[src/hw/rtl/trrs_pkg.sv]
`default_nettype none
// ----------------------------------------------------------------------------
// trrs_pkg: shared types and constants of the timestamped ring record store
// Record layout, command and status codes, and sizes.
// ----------------------------------------------------------------------------
package trrs_pkg;

  localparam int Depth        = 16;
  localparam int PayloadBytes = 8;
  localparam int IdxW         = $clog2(Depth);
  localparam int CntW         = $clog2(Depth + 1);

  // valid payload bits of a record
  localparam logic [63:0] PayloadMask =
    (PayloadBytes >= 8) ? '1 : ((64'd1 << (8 * PayloadBytes)) - 64'd1);

  typedef enum logic [1:0] {
    CMD_APPEND = 2'd0,
    CMD_READ   = 2'd1,
    CMD_PURGE  = 2'd2
  } cmd_t;

  typedef enum logic [2:0] {
    ST_OK       = 3'd0,
    ST_FULL     = 3'd1,
    ST_NO_START = 3'd2,
    ST_NO_END   = 3'd3,
    ST_TOO_MANY = 3'd4,
    ST_NO_PURGE = 3'd5
  } status_t;

  typedef struct packed {
    logic [31:0] rtime;
    logic [3:0]  len;
    logic [63:0] payload;
  } rec_t;

  // shift control shared by all cells
  typedef struct packed {
    logic shift;    // every cell takes its upstream neighbor
    logic clear;    // zero all cells
  } cell_ctl_t;

  typedef enum logic [2:0] {
    S_IDLE, S_SCAN, S_EMIT, S_SHIFT, S_RESP
  } state_t;

endpackage : trrs_pkg
`default_nettype wire

[src/hw/rtl/trrs_cell.sv]
`default_nettype none
// ----------------------------------------------------------------------------
// trrs_cell: one record slot of the rotating chain
// Holds one record, takes a written record or its neighbor's record on a shift.
// ----------------------------------------------------------------------------
module trrs_cell
  import trrs_pkg::*;
(
  input  wire logic      clk,
  input  wire cell_ctl_t ctl,
  input  wire logic      we,
  input  wire rec_t      din,
  input  wire rec_t      up,
  output rec_t           rec
);

  // clear, write, shift or hold
  always_ff @(posedge clk) begin
    if (ctl.clear) begin
      rec <= '0;
    end else if (we) begin
      rec <= din;
    end else if (ctl.shift) begin
      rec <= up;
    end
  end

endmodule : trrs_cell
`default_nettype wire

[src/hw/rtl/timestamped_ring_record_store_top.sv]
`default_nettype none
// Append and unknown commands answer from the response state; a range read or
// purge first rotates all Depth cells past cell 0 in a scan. An error answers
// after the scan, a read then emits its run records, and a purge shifts the
// purged records out before it answers. A new command is taken only in idle
// with the output register empty.
// Reset: store empty, capacity = 16, all cells zero.
// ----------------------------------------------------------------------------
// timestamped_ring_record_store_top: circular store of time-tagged records
// Records sit in a chain of cells; cell k holds the k-th oldest record.
// ----------------------------------------------------------------------------
module timestamped_ring_record_store_top
  import trrs_pkg::*;
(
  input  wire logic         clk,
  input  wire logic         rst,
  input  wire logic         cfg_we,
  input  wire logic [4:0]   cfg_wdata,
  input  wire logic         s_tvalid,
  output logic              s_tready,
  // tuser: cmd
  input  wire logic [1:0]   s_tuser,
  // tdata: key_time[31:0], upper_time[63:32], max_count[68:64],
  //        payload_len[72:69], payload[136:73], zero fill to 144
  input  wire logic [143:0] s_tdata,
  output logic              m_tvalid,
  input  wire logic         m_tready,
  output logic              m_tlast,
  // tuser: status
  output logic [2:0]        m_tuser,
  // tdata: out_time[31:0], out_len[35:32], out_payload[99:36],
  //        records_read[104:100], stored_count[109:105], min_time[141:110],
  //        latest_time[173:142], zero fill to 176
  output logic [175:0]      m_tdata
);

  // record chain
  rec_t             cells [Depth];
  rec_t             ups   [Depth];
  logic [Depth-1:0] cell_we;
  cell_ctl_t        ctl;
  logic             fill;
  rec_t             new_rec;

  // store state
  logic [CntW-1:0] cap, held;
  logic [31:0]     sum_min, sum_lt;

  // registered item
  logic [1:0]      cmd;
  logic [31:0]     key, upper;
  logic [4:0]      maxc;
  logic [3:0]      plen;
  logic [63:0]     pl;

  // sequencing
  state_t          state, state_next;
  logic [CntW-1:0] step;      // cells shifted so far
  logic [CntW-1:0] sidx, nrun, npurge;
  logic            found_s, run_open, purge_open;
  logic [31:0]     rem_min;
  status_t         st;

  // output register
  logic            ov;
  status_t         o_st;
  logic            o_last;
  rec_t            o_rec;
  logic [CntW-1:0] o_rr, o_held;
  logic [31:0]     o_min, o_lt;

  logic            out_free, in_go;
  logic            scan_adv, scan_done, emit_adv, emit_win, emit_last, shift_adv;
  logic            rd_ok, app_full, app_we, resp_go;
  logic [CntW-1:0] remain, run_end;
  logic [31:0]     t0, app_min;

  for (genvar g = 0; g < Depth; g++) begin : g_cell
    trrs_cell u_cell (
      .clk(clk), .ctl(ctl), .we(cell_we[g]), .din(new_rec), .up(ups[g]),
      .rec(cells[g])
    );
  end

  assign out_free  = !ov || m_tready;
  assign s_tready  = (state == S_IDLE) && !ov;
  assign in_go     = s_tvalid && s_tready;
  assign resp_go   = (state == S_RESP) && out_free;

  // cell 0 shows the record whose index equals step
  assign t0        = cells[0].rtime;
  assign run_end   = sidx + nrun;
  assign remain    = held - npurge;
  assign scan_adv  = (state == S_SCAN) && (step != CntW'(Depth));
  assign scan_done = (state == S_SCAN) && (step == CntW'(Depth));
  assign emit_win  = (step >= sidx) && (step < run_end);
  assign emit_last = (step == run_end - CntW'(1));
  assign emit_adv  = (state == S_EMIT) && (step != CntW'(Depth)) && (!emit_win || out_free);
  assign shift_adv = (state == S_SHIFT) && (step != npurge);
  assign rd_ok     = found_s && (nrun != '0) && (nrun <= maxc);
  assign app_full  = (held >= cap);
  assign app_we    = resp_go && (cmd == CMD_APPEND) && !app_full;
  assign app_min   = (held == '0 || key < sum_min) ? key : sum_min;
  assign new_rec   = '{rtime: key, len: plen, payload: pl};

  // chain wiring: cell k takes cell k+1, the top cell wraps or takes zero
  always_comb begin
    for (int k = 0; k < Depth - 1; k++) begin
      ups[k] = cells[k+1];
    end
    ups[Depth-1] = fill ? rec_t'('0) : cells[0];
  end

  // append writes the cell just past the newest record
  always_comb begin
    for (int k = 0; k < Depth; k++) begin
      cell_we[k] = app_we && (held == CntW'(k));
    end
  end

  // next state
  always_comb begin
    state_next = state;
    unique case (state)
      S_IDLE: begin
        if (in_go) begin
          if (s_tuser inside {CMD_READ, CMD_PURGE}) state_next = S_SCAN;
          else state_next = S_RESP;
        end
      end
      S_SCAN: begin
        if (scan_done) begin
          if (cmd == CMD_READ && rd_ok) state_next = S_EMIT;
          else if (cmd == CMD_PURGE && npurge != '0) state_next = S_SHIFT;
          else state_next = S_RESP;
        end
      end
      S_EMIT:  if (step == CntW'(Depth)) state_next = S_IDLE;
      S_SHIFT: if (step == npurge) state_next = S_RESP;
      S_RESP:  if (out_free) state_next = S_IDLE;
      default: state_next = S_IDLE;
    endcase
  end

  // cell control
  always_comb begin
    ctl.clear = rst || cfg_we;
    ctl.shift = scan_adv || emit_adv || shift_adv;
  end
  assign fill = (state == S_SHIFT);

  // sequencing and store state
  always_ff @(posedge clk) begin
    if (rst) begin
      state   <= S_IDLE;
      cap     <= CntW'(Depth < 16 ? Depth : 16);
      held    <= '0;
      sum_min <= '0;
      sum_lt  <= '0;
    end else begin
      state <= state_next;
      if (cfg_we) begin
        if (cfg_wdata == '0) cap <= CntW'(1);
        else if (cfg_wdata > 5'(Depth)) cap <= CntW'(Depth);
        else cap <= CntW'(cfg_wdata);
        held    <= '0;
        sum_min <= '0;
        sum_lt  <= '0;
      end else begin
        case (state)
          S_IDLE: begin
            if (in_go) begin
              cmd        <= s_tuser;
              key        <= s_tdata[31:0];
              upper      <= s_tdata[63:32];
              maxc       <= s_tdata[68:64];
              plen       <= (s_tdata[72:69] > 4'(PayloadBytes)) ? 4'(PayloadBytes)
                                                                : s_tdata[72:69];
              pl         <= s_tdata[136:73] & PayloadMask;
              step       <= '0;
              sidx       <= '0;
              nrun       <= '0;
              npurge     <= '0;
              found_s    <= 1'b0;
              run_open   <= 1'b0;
              purge_open <= 1'b1;
              rem_min    <= '1;
              st         <= ST_OK;
            end
          end
          S_SCAN: begin
            if (scan_adv) begin
              step <= step + CntW'(1);
              if (step < held) begin
                // count the purgeable prefix, track the minimum of what stays
                if (purge_open && t0 <= key) begin
                  npurge <= npurge + CntW'(1);
                end else begin
                  purge_open <= 1'b0;
                  if (t0 < rem_min) rem_min <= t0;
                end
                // find the run start, then extend it while in bound
                if (!found_s) begin
                  if (t0 >= key) begin
                    found_s  <= 1'b1;
                    sidx     <= step;
                    run_open <= (t0 <= upper);
                    nrun     <= (t0 <= upper) ? CntW'(1) : '0;
                  end
                end else if (run_open) begin
                  if (t0 <= upper) nrun <= nrun + CntW'(1);
                  else run_open <= 1'b0;
                end
              end
            end else begin
              step <= '0;
              if (cmd == CMD_READ) begin
                if (!found_s) st <= ST_NO_START;
                else if (nrun == '0) st <= ST_NO_END;
                else if (nrun > maxc) st <= ST_TOO_MANY;
              end else if (npurge == '0) begin
                st <= ST_NO_PURGE;
              end else begin
                held <= remain;
                if (remain == '0) begin
                  sum_min <= '0;
                  sum_lt  <= '0;
                end else begin
                  sum_min <= rem_min;
                end
              end
            end
          end
          S_EMIT: begin
            if (emit_adv) step <= step + CntW'(1);
          end
          S_SHIFT: begin
            if (shift_adv) step <= step + CntW'(1);
          end
          S_RESP: begin
            if (app_we) begin
              held    <= held + CntW'(1);
              sum_min <= app_min;
              sum_lt  <= key;
            end
          end
          default: ;
        endcase
      end
    end
  end

  // output valid: load on a result, drop after the transfer
  always_ff @(posedge clk) begin
    if (rst) begin
      ov <= 1'b0;
    end else if (resp_go || (emit_adv && emit_win)) begin
      ov <= 1'b1;
    end else if (m_tready) begin
      ov <= 1'b0;
    end
  end

  // output data
  always_ff @(posedge clk) begin
    if (emit_adv && emit_win) begin
      o_st   <= ST_OK;
      o_last <= emit_last;
      o_rec  <= cells[0];
      o_rr   <= nrun;
      o_held <= held;
      o_min  <= sum_min;
      o_lt   <= sum_lt;
    end else if (resp_go) begin
      o_last <= 1'b1;
      o_rec  <= '0;
      if (cmd == CMD_APPEND) begin
        o_rr <= '0;
        if (app_full) begin
          o_st   <= ST_FULL;
          o_held <= held;
          o_min  <= sum_min;
          o_lt   <= sum_lt;
        end else begin
          o_st   <= ST_OK;
          o_held <= held + CntW'(1);
          o_min  <= app_min;
          o_lt   <= key;
        end
      end else begin
        o_st   <= st;
        o_rr   <= (st == ST_TOO_MANY) ? nrun : '0;
        o_held <= held;
        o_min  <= sum_min;
        o_lt   <= sum_lt;
      end
    end
  end

  assign m_tvalid = ov;
  assign m_tlast  = o_last;
  assign m_tuser  = o_st;
  assign m_tdata  = {2'b00, o_lt, o_min, o_held, o_rr, o_rec.payload, o_rec.len,
                     o_rec.rtime};

endmodule : timestamped_ring_record_store_top
`default_nettype wire

[config.mk]
export PLATFORM = sky130hd
export DESIGN_NAME = timestamped_ring_record_store_top
export DESIGN_NICKNAME = d
export VERILOG_FILES = /design/src/hw/rtl/trrs_pkg.sv /design/src/hw/rtl/trrs_cell.sv /design/src/hw/rtl/timestamped_ring_record_store_top.sv
export SDC_FILE = /design/constraint.sdc
export NUM_CORES = 2
export LEC_CHECK = 0
export BUFFER_PORTS_ARGS = -buffer_cell sky130_fd_sc_hd__buf_4
export CORE_MARGIN = 1.5
export CORE_UTILIZATION = 62
export DETAILED_ROUTE_END_ITERATION = 12
export GPL_TIMING_DRIVEN = 1
export HOLD_SLACK_MARGIN = 0.12
export PLACE_DENSITY = 0.8
export SETUP_SLACK_MARGIN = 0.15
export SLEW_MARGIN = 20
export SYNTH_ARGS = -nofsm -noshare
export SYNTH_HDL_FRONTEND = slang
export SYNTH_SLANG_ARGS = --single-unit
[constraint.sdc]
create_clock -name clk -period 12.5 [get_ports clk]
set_input_delay 1.875 -clock clk [delete_from_list [all_inputs] [get_ports clk]]
set_output_delay 1.875 -clock clk [all_outputs]
set_load 0.005 [all_outputs]
Yosys cells after proc, flatten, opt, wreduce, memory -nomap -nowiden
Cells that the tools add are included.
{"block": "op_classes", "bitwise": 2, "n_eq_ne": 53, "reduce_logical": 88, "n_mux": 140, "magnitude_cmp": 13, "n_addsub": 7}
{"op": "two-way mux 100 bit", "n": 35}
{"op": "two-way mux 32 bit", "n": 24}
{"op": "case mux 32 bit (2 select lines)", "n": 3}
{"op": "two-way mux 5 bit", "n": 31}
{"op": "<= comparator 32 bit", "n": 2}
{"op": "less-than comparator 32 bit", "n": 2}
{"op": "two-way mux 3 bit", "n": 16}
{"op": "nonzero test 2 bit", "n": 21}
{"op": "== test 5 x 4 -> 1 bit (second input constant)", "n": 8}
{"op": "case mux 5 bit (2 select lines)", "n": 4}
{"op": "logical AND 1 bit", "n": 33}
{"op": ">= comparator 32 bit", "n": 1}
{"op": "AND reduction 7 bit", "n": 4}
{"op": "logical NOT 5 bit", "n": 5}
{"op": "!= test 2 bit (second input constant)", "n": 12}
{"op": "two-way mux 1 bit", "n": 21}
{"op": "adder 5 x 1 -> 5 bit (second input constant)", "n": 4}
{"op": "== test 5 x 3 -> 1 bit (second input constant)", "n": 4}
{"op": "case mux 5 bit (4 select lines)", "n": 1}
{"op": "AND reduction 6 bit", "n": 3}
{"op": "AND reduction 8 bit", "n": 2}
{"op": "case mux 3 bit (5 select lines)", "n": 1}
{"op": "!= test 2 x 1 -> 1 bit (second input constant)", "n": 7}
{"op": "== test 5 x 2 -> 1 bit (second input constant)", "n": 2}
{"op": "other kinds (36)", "n": 57}
{"block": "totals", "input_bits": 156, "register_bits": 2053, "wordCells": 381, "output_inout_bits": 182}

Longest topological paths before layout
{"block": "logic_depth", "depth_word": 10, "mapped_depth": 15, "ltp_nobuf": 12}

Hierarchy
A second synthesis with hierarchy kept.
{"block": "unflattened", "hier_cells": 8901, "hier_area_um2": 96674.0}
{"module": "trrs_cell", "n_inst": 16, "seq_area_each_um2": 2001.9, "cells_per_inst": 444, "area_per_inst_um2": 4674.5}
{"module": "timestamped_ring_record_store_top", "n_inst": 1, "seq_area_each_um2": 12792.3, "cells_per_inst": 1797, "area_per_inst_um2": 21882.2}

Worst setup path after synthesis
Ideal clock, no wire load.
{"block": "synth_timing", "kind": "input -> register", "start": "input cfg_we", "end": "register rem_min[0], enable pin", "required_time_ns": 12.123, "slack_ns": 2.431, "setup_ns": 0.377, "arrival_time_ns": 9.692, "path_buffers": 0, "path_stages": 6, "path_cell_list": "nor2_1 o211ai_1 nor2_1 a21oi_1 inv_1 a31o_2"}
{"block": "synth_via", "elab_chain_cells": 2}
{"element": "start, declared", "line": "timestamped_ring_record_store_top.sv:17", "rtl": "input wire logic cfg_we,"}
{"element": "NOT 1 bit (no source line)"}
{"element": "AND reduction 8 bit (no source line)"}
{"element": "end signal, assigned", "line": "timestamped_ring_record_store_top.sv:200", "rtl": "if (t0 < rem_min) rem_min <= t0;"}
{"element": "end, declared", "line": "timestamped_ring_record_store_top.sv:61", "rtl": "logic [31:0] rem_min;"}
Every way passes these cells.
A chain may end at the register's enable or synchronous reset.

Worst setup path after layout
{"block": "layout_timing", "start": "register nrun[0]", "end": "register g_cell[6].u_cell.rec[12] (netlist bit)"}
{"block": "layout_via", "elab_chain_cells": 9}
{"element": "start, declared", "line": "timestamped_ring_record_store_top.sv:59", "rtl": "logic [CntW-1:0] sidx, nrun, npurge;"}
{"element": "start signal, assigned", "line": "timestamped_ring_record_store_top.sv:208", "rtl": "nrun <= (t0 <= upper) ? CntW'(1) : '0;"}
{"element": "start signal, assigned", "line": "timestamped_ring_record_store_top.sv:211", "rtl": "if (t0 <= upper) nrun <= nrun + CntW'(1);"}
{"element": "adder 5 bit", "line": "timestamped_ring_record_store_top.sv:92", "rtl": "assign run_end = sidx + nrun;"}
{"element": "less-than comparator 5 bit", "line": "timestamped_ring_record_store_top.sv:96", "rtl": "assign emit_win = (step >= sidx) && (step < run_end);"}
{"element": "logical AND 1 bit", "line": "timestamped_ring_record_store_top.sv:96"}
{"element": "logical NOT 1 bit", "line": "timestamped_ring_record_store_top.sv:98", "rtl": "assign emit_adv = (state == S_EMIT) && (step != CntW'(Depth)) && (!emit_win || out_free);"}
{"element": "logical OR 1 bit", "line": "timestamped_ring_record_store_top.sv:98"}
{"element": "logical AND 1 bit", "line": "timestamped_ring_record_store_top.sv:98"}
{"element": "logical OR 1 bit (2 in series)", "line": "timestamped_ring_record_store_top.sv:148", "rtl": "ctl.shift = scan_adv || emit_adv || shift_adv;"}
{"element": "nonzero test 2 bit (no source line)"}
{"element": "end signal, assigned", "line": "trrs_cell.sv:22", "rtl": "rec <= din;"}
{"element": "end signal, assigned", "line": "trrs_cell.sv:24", "rtl": "rec <= up;"}
{"element": "end, declared", "line": "trrs_cell.sv:14", "rtl": "output rec_t rec"}
Every way passes these cells.

==> run metrics <==
largest net degree at the start of global routing=243; Total GRT Usage=0.311; largest vdd supply drop=0.232 mV; Worst Hold Class=reg -> reg; Synthesis Warnings=0; I/O pins=338; Tcrit/Tclk final=0.578; Pleak=42.4 nW; Synth Register Bits=2053; Slew Limit Headroom=0.215; crit path kind=reg -> reg; layout cells sized above 1=0.0935; Sink Count=2053; Clock transition at path regs=0.06 ns; vias=67900; post-CTS setup repair buffer count=0; Die Span X=386 um; # nets final=8992; WL per Instance=22.2 um; die height=386 um; Critical Path RT=13.20 ns; min Tclk post-route=7.23 ns; setup ws final=5.27 ns; Primary FF master, synth=dfxtp_1; Initial DRT Pass Iterations=6; DR vias/cell=6.31; post-synthesis sequential area ratio=0.492; fill cell count=10600; Post-synth EDFFs=372; antenna-violating nets left=0; Critical Path AT=7.93 ns; setup TNS=0 ns; detailed router's first-iteration violation count=6461; RSZ-0062 raised after global routing=no; CTS tree=built; Worst setup EP type=register; max-cap viol count=0; max frequency=138 MHz; Mapped Cells=8923; most frequent cells in the layout=1681 x dfxtp_1, 1566 x nor2_1, 1562 x mux2i_1; synthesis-to-layout area growth=9.86%; worst skew pair latency=0.83 ns; die area=149000 um^2; maximum clock path buffer count=3; Cell Rows=140; DRC Markers=0; initial antenna violation count=5; syn avg cell area=10.2 um^2; Final Util=0.686; Root Buffer=clkbuf_16; Initial Util=0.625; Fin. Hold Viols=0; vias in the first global route=65800; I/O Buffers=328; most common cell after layout, fill and taps aside=dfxtp_1; outcome=finished clean; synth unique cells=70; Hold Crit Start=sum_lt[6]; core footprint=146000 um^2; Startpoint Class=register; Async S/R FF share, synth=0; dpl hpwl=132000 um; CTS Hold Bufs=0; Worst-Margin Slew=1.18 ns; routed wire length=239000 um; Post-Synthesis Cell Area=91000 um^2; Setup-failing EPs final=0; first-pass GRT wire length=371000 um; Final Max Tran Viols=0; Crit. Startpoint=nrun[0]; Register-to-Register Setup Slack=5.27 ns; R2R Path Start=nrun[0]; GP Congestion=0.914; global route total overflow=0; Post-CTS Resized=0; clk_skew=0.0410 ns; clock buffer count from CTS=204; crit-path max FO=153; pre-CTS setup slack=5.39 ns; pwr dens=165 nW/um^2; H-tree depth=4
## flip-flops by register name, indices dropped and copies added, names as in the netlist, 5 cells and up
signal	count
held	5
m_tdata	100
npurge	5
upper	32
o_min	32
sum_min	32
sum_lt	32
maxc	5
g_cell.u_cell.rec	1600
o_rr	5
key	32
cap	5
nrun	5
step	5
rem_min	32
sidx	5
pl	64
o_lt	32
o_held	5
## layout make-up
class,instances,area [um^2],share of cell area
timing repair buffer,445,3550,0.0355
inverter,171,642,0.00642
clock inverter,81,956,0.00956
multi-input combinational,5789,41600,0.416
tap,1917,2400,0.0240
sequential,2053,44800,0.448
antenna,3,7.51,0.0000751
clock buffer,302,6040,0.0604
## worst max-delay path, stage by stage, from the launching register on
cell and delay [ns]:
edfxtp_1 0.51, ha_1 0.27, fa_1 0.41, xnor2_1 0.46
ha_1 0.33, o21a_1 0.11, o21a_1 0.17, o21ai_1 0.24
a31oi_4 0.18, nor2_4 0.16, buf_12 0.70, buf_4 0.93
buf_4 0.83, buf_4 0.93, mux2i_1 0.20, a211oi_1 0.31
## routing by layer
layer,vias to the layer above,share of wire,GRT usage
met5,-,0,0
met1,32900,0.42,0.413
li1,31900,-,-
met2,2466,0.47,0.506
met4,0,0.046,0.144
met3,568,0.069,0.0411
## where the power goes
part / switching (mW) / internal (mW)
Sequential: 0.220 / 6.99
Clock: 2.64 / 3.70
Combinational: 1.73 / 1.24
## final timing paths
kind                                   end  cells after the start
setup / recovery  g_cell[6].u_cell.rec[12]                     15
hold / removal                   sum_lt[6]                      2
setup reg to reg  g_cell[6].u_cell.rec[12]                     15
hold reg to reg                  sum_lt[6]                      2
## through the flow
step           hold slack (ns)  area (um^2)  power, mW  cells
6_report                 0.456       100000       16.5  10800
5_1_grt                  0.476       100000       17.0  10800
4_1_cts                  0.454        99900       16.5  10800
3_5_place_dp             0.445        92900       10.3  10400
3_3_place_gp             0.439        92900       10.2  10400
2_1_floorplan            0.434        91000       9.67   8924
## cell families after synthesis
logic type / share of synthesized area
other: 0.0000412
xor gates and xnor gates: 0.00324
and+or+nand+nor: 0.0952
buffers and inverters: 0.0523
adders and majority gates: 0.0238
muxes: 0.176
DFF: 0.492
AOI/OAI and AO/OA: 0.157
## cells in the mapped netlist, types with 4 or more instances
| master | instances | share of area |
|---|---|---|
| dfxtp_1 | 1681 | 0.37 |
| nor2_1 | 1572 | 0.065 |
| mux2i_1 | 1562 | 0.17 |
| a211oi_1 | 1513 | 0.12 |
| clkbuf_1 | 629 | 0.026 |
| edfxtp_1 | 372 | 0.12 |
| inv_1 | 171 | 0.0071 |
| ha_1 | 170 | 0.023 |
| buf_2 | 161 | 0.0089 |
| a21oi_1 | 127 | 0.0070 |
| nand2_1 | 121 | 0.0050 |
| and2_1 | 112 | 0.0077 |
| and3_1 | 102 | 0.0070 |
| a221o_1 | 93 | 0.010 |
| o21ai_0 | 73 | 0.0040 |
| buf_4 | 40 | 0.0033 |
| or3_1 | 38 | 0.0026 |
| buf_6 | 36 | 0.0045 |
| mux2_2 | 33 | 0.0041 |
| o22a_1 | 31 | 0.0030 |
| nand4_1 | 28 | 0.0019 |
| buf_1 | 22 | 0.00091 |
| nand3_1 | 22 | 0.0012 |
| clkbuf_4 | 21 | 0.0017 |
| a21o_1 | 19 | 0.0016 |
| xnor2_1 | 19 | 0.0018 |
| nor3_1 | 14 | 0.00077 |
| nor2b_1 | 13 | 0.00089 |
| nand2b_1 | 12 | 0.00082 |
| xor2_1 | 12 | 0.0012 |
| o21a_1 | 11 | 0.00091 |
| o31ai_1 | 11 | 0.00091 |
| a22o_1 | 7 | 0.00067 |
| o211ai_1 | 6 | 0.00049 |
| a2111oi_0 | 5 | 0.00048 |
| a2bb2oi_1 | 4 | 0.00038 |
| a31oi_1 | 4 | 0.00027 |
| nor3b_1 | 4 | 0.00033 |
| o21ai_1 | 4 | 0.00022 |
Note: power is estimated with default switching activity, not from simulation.
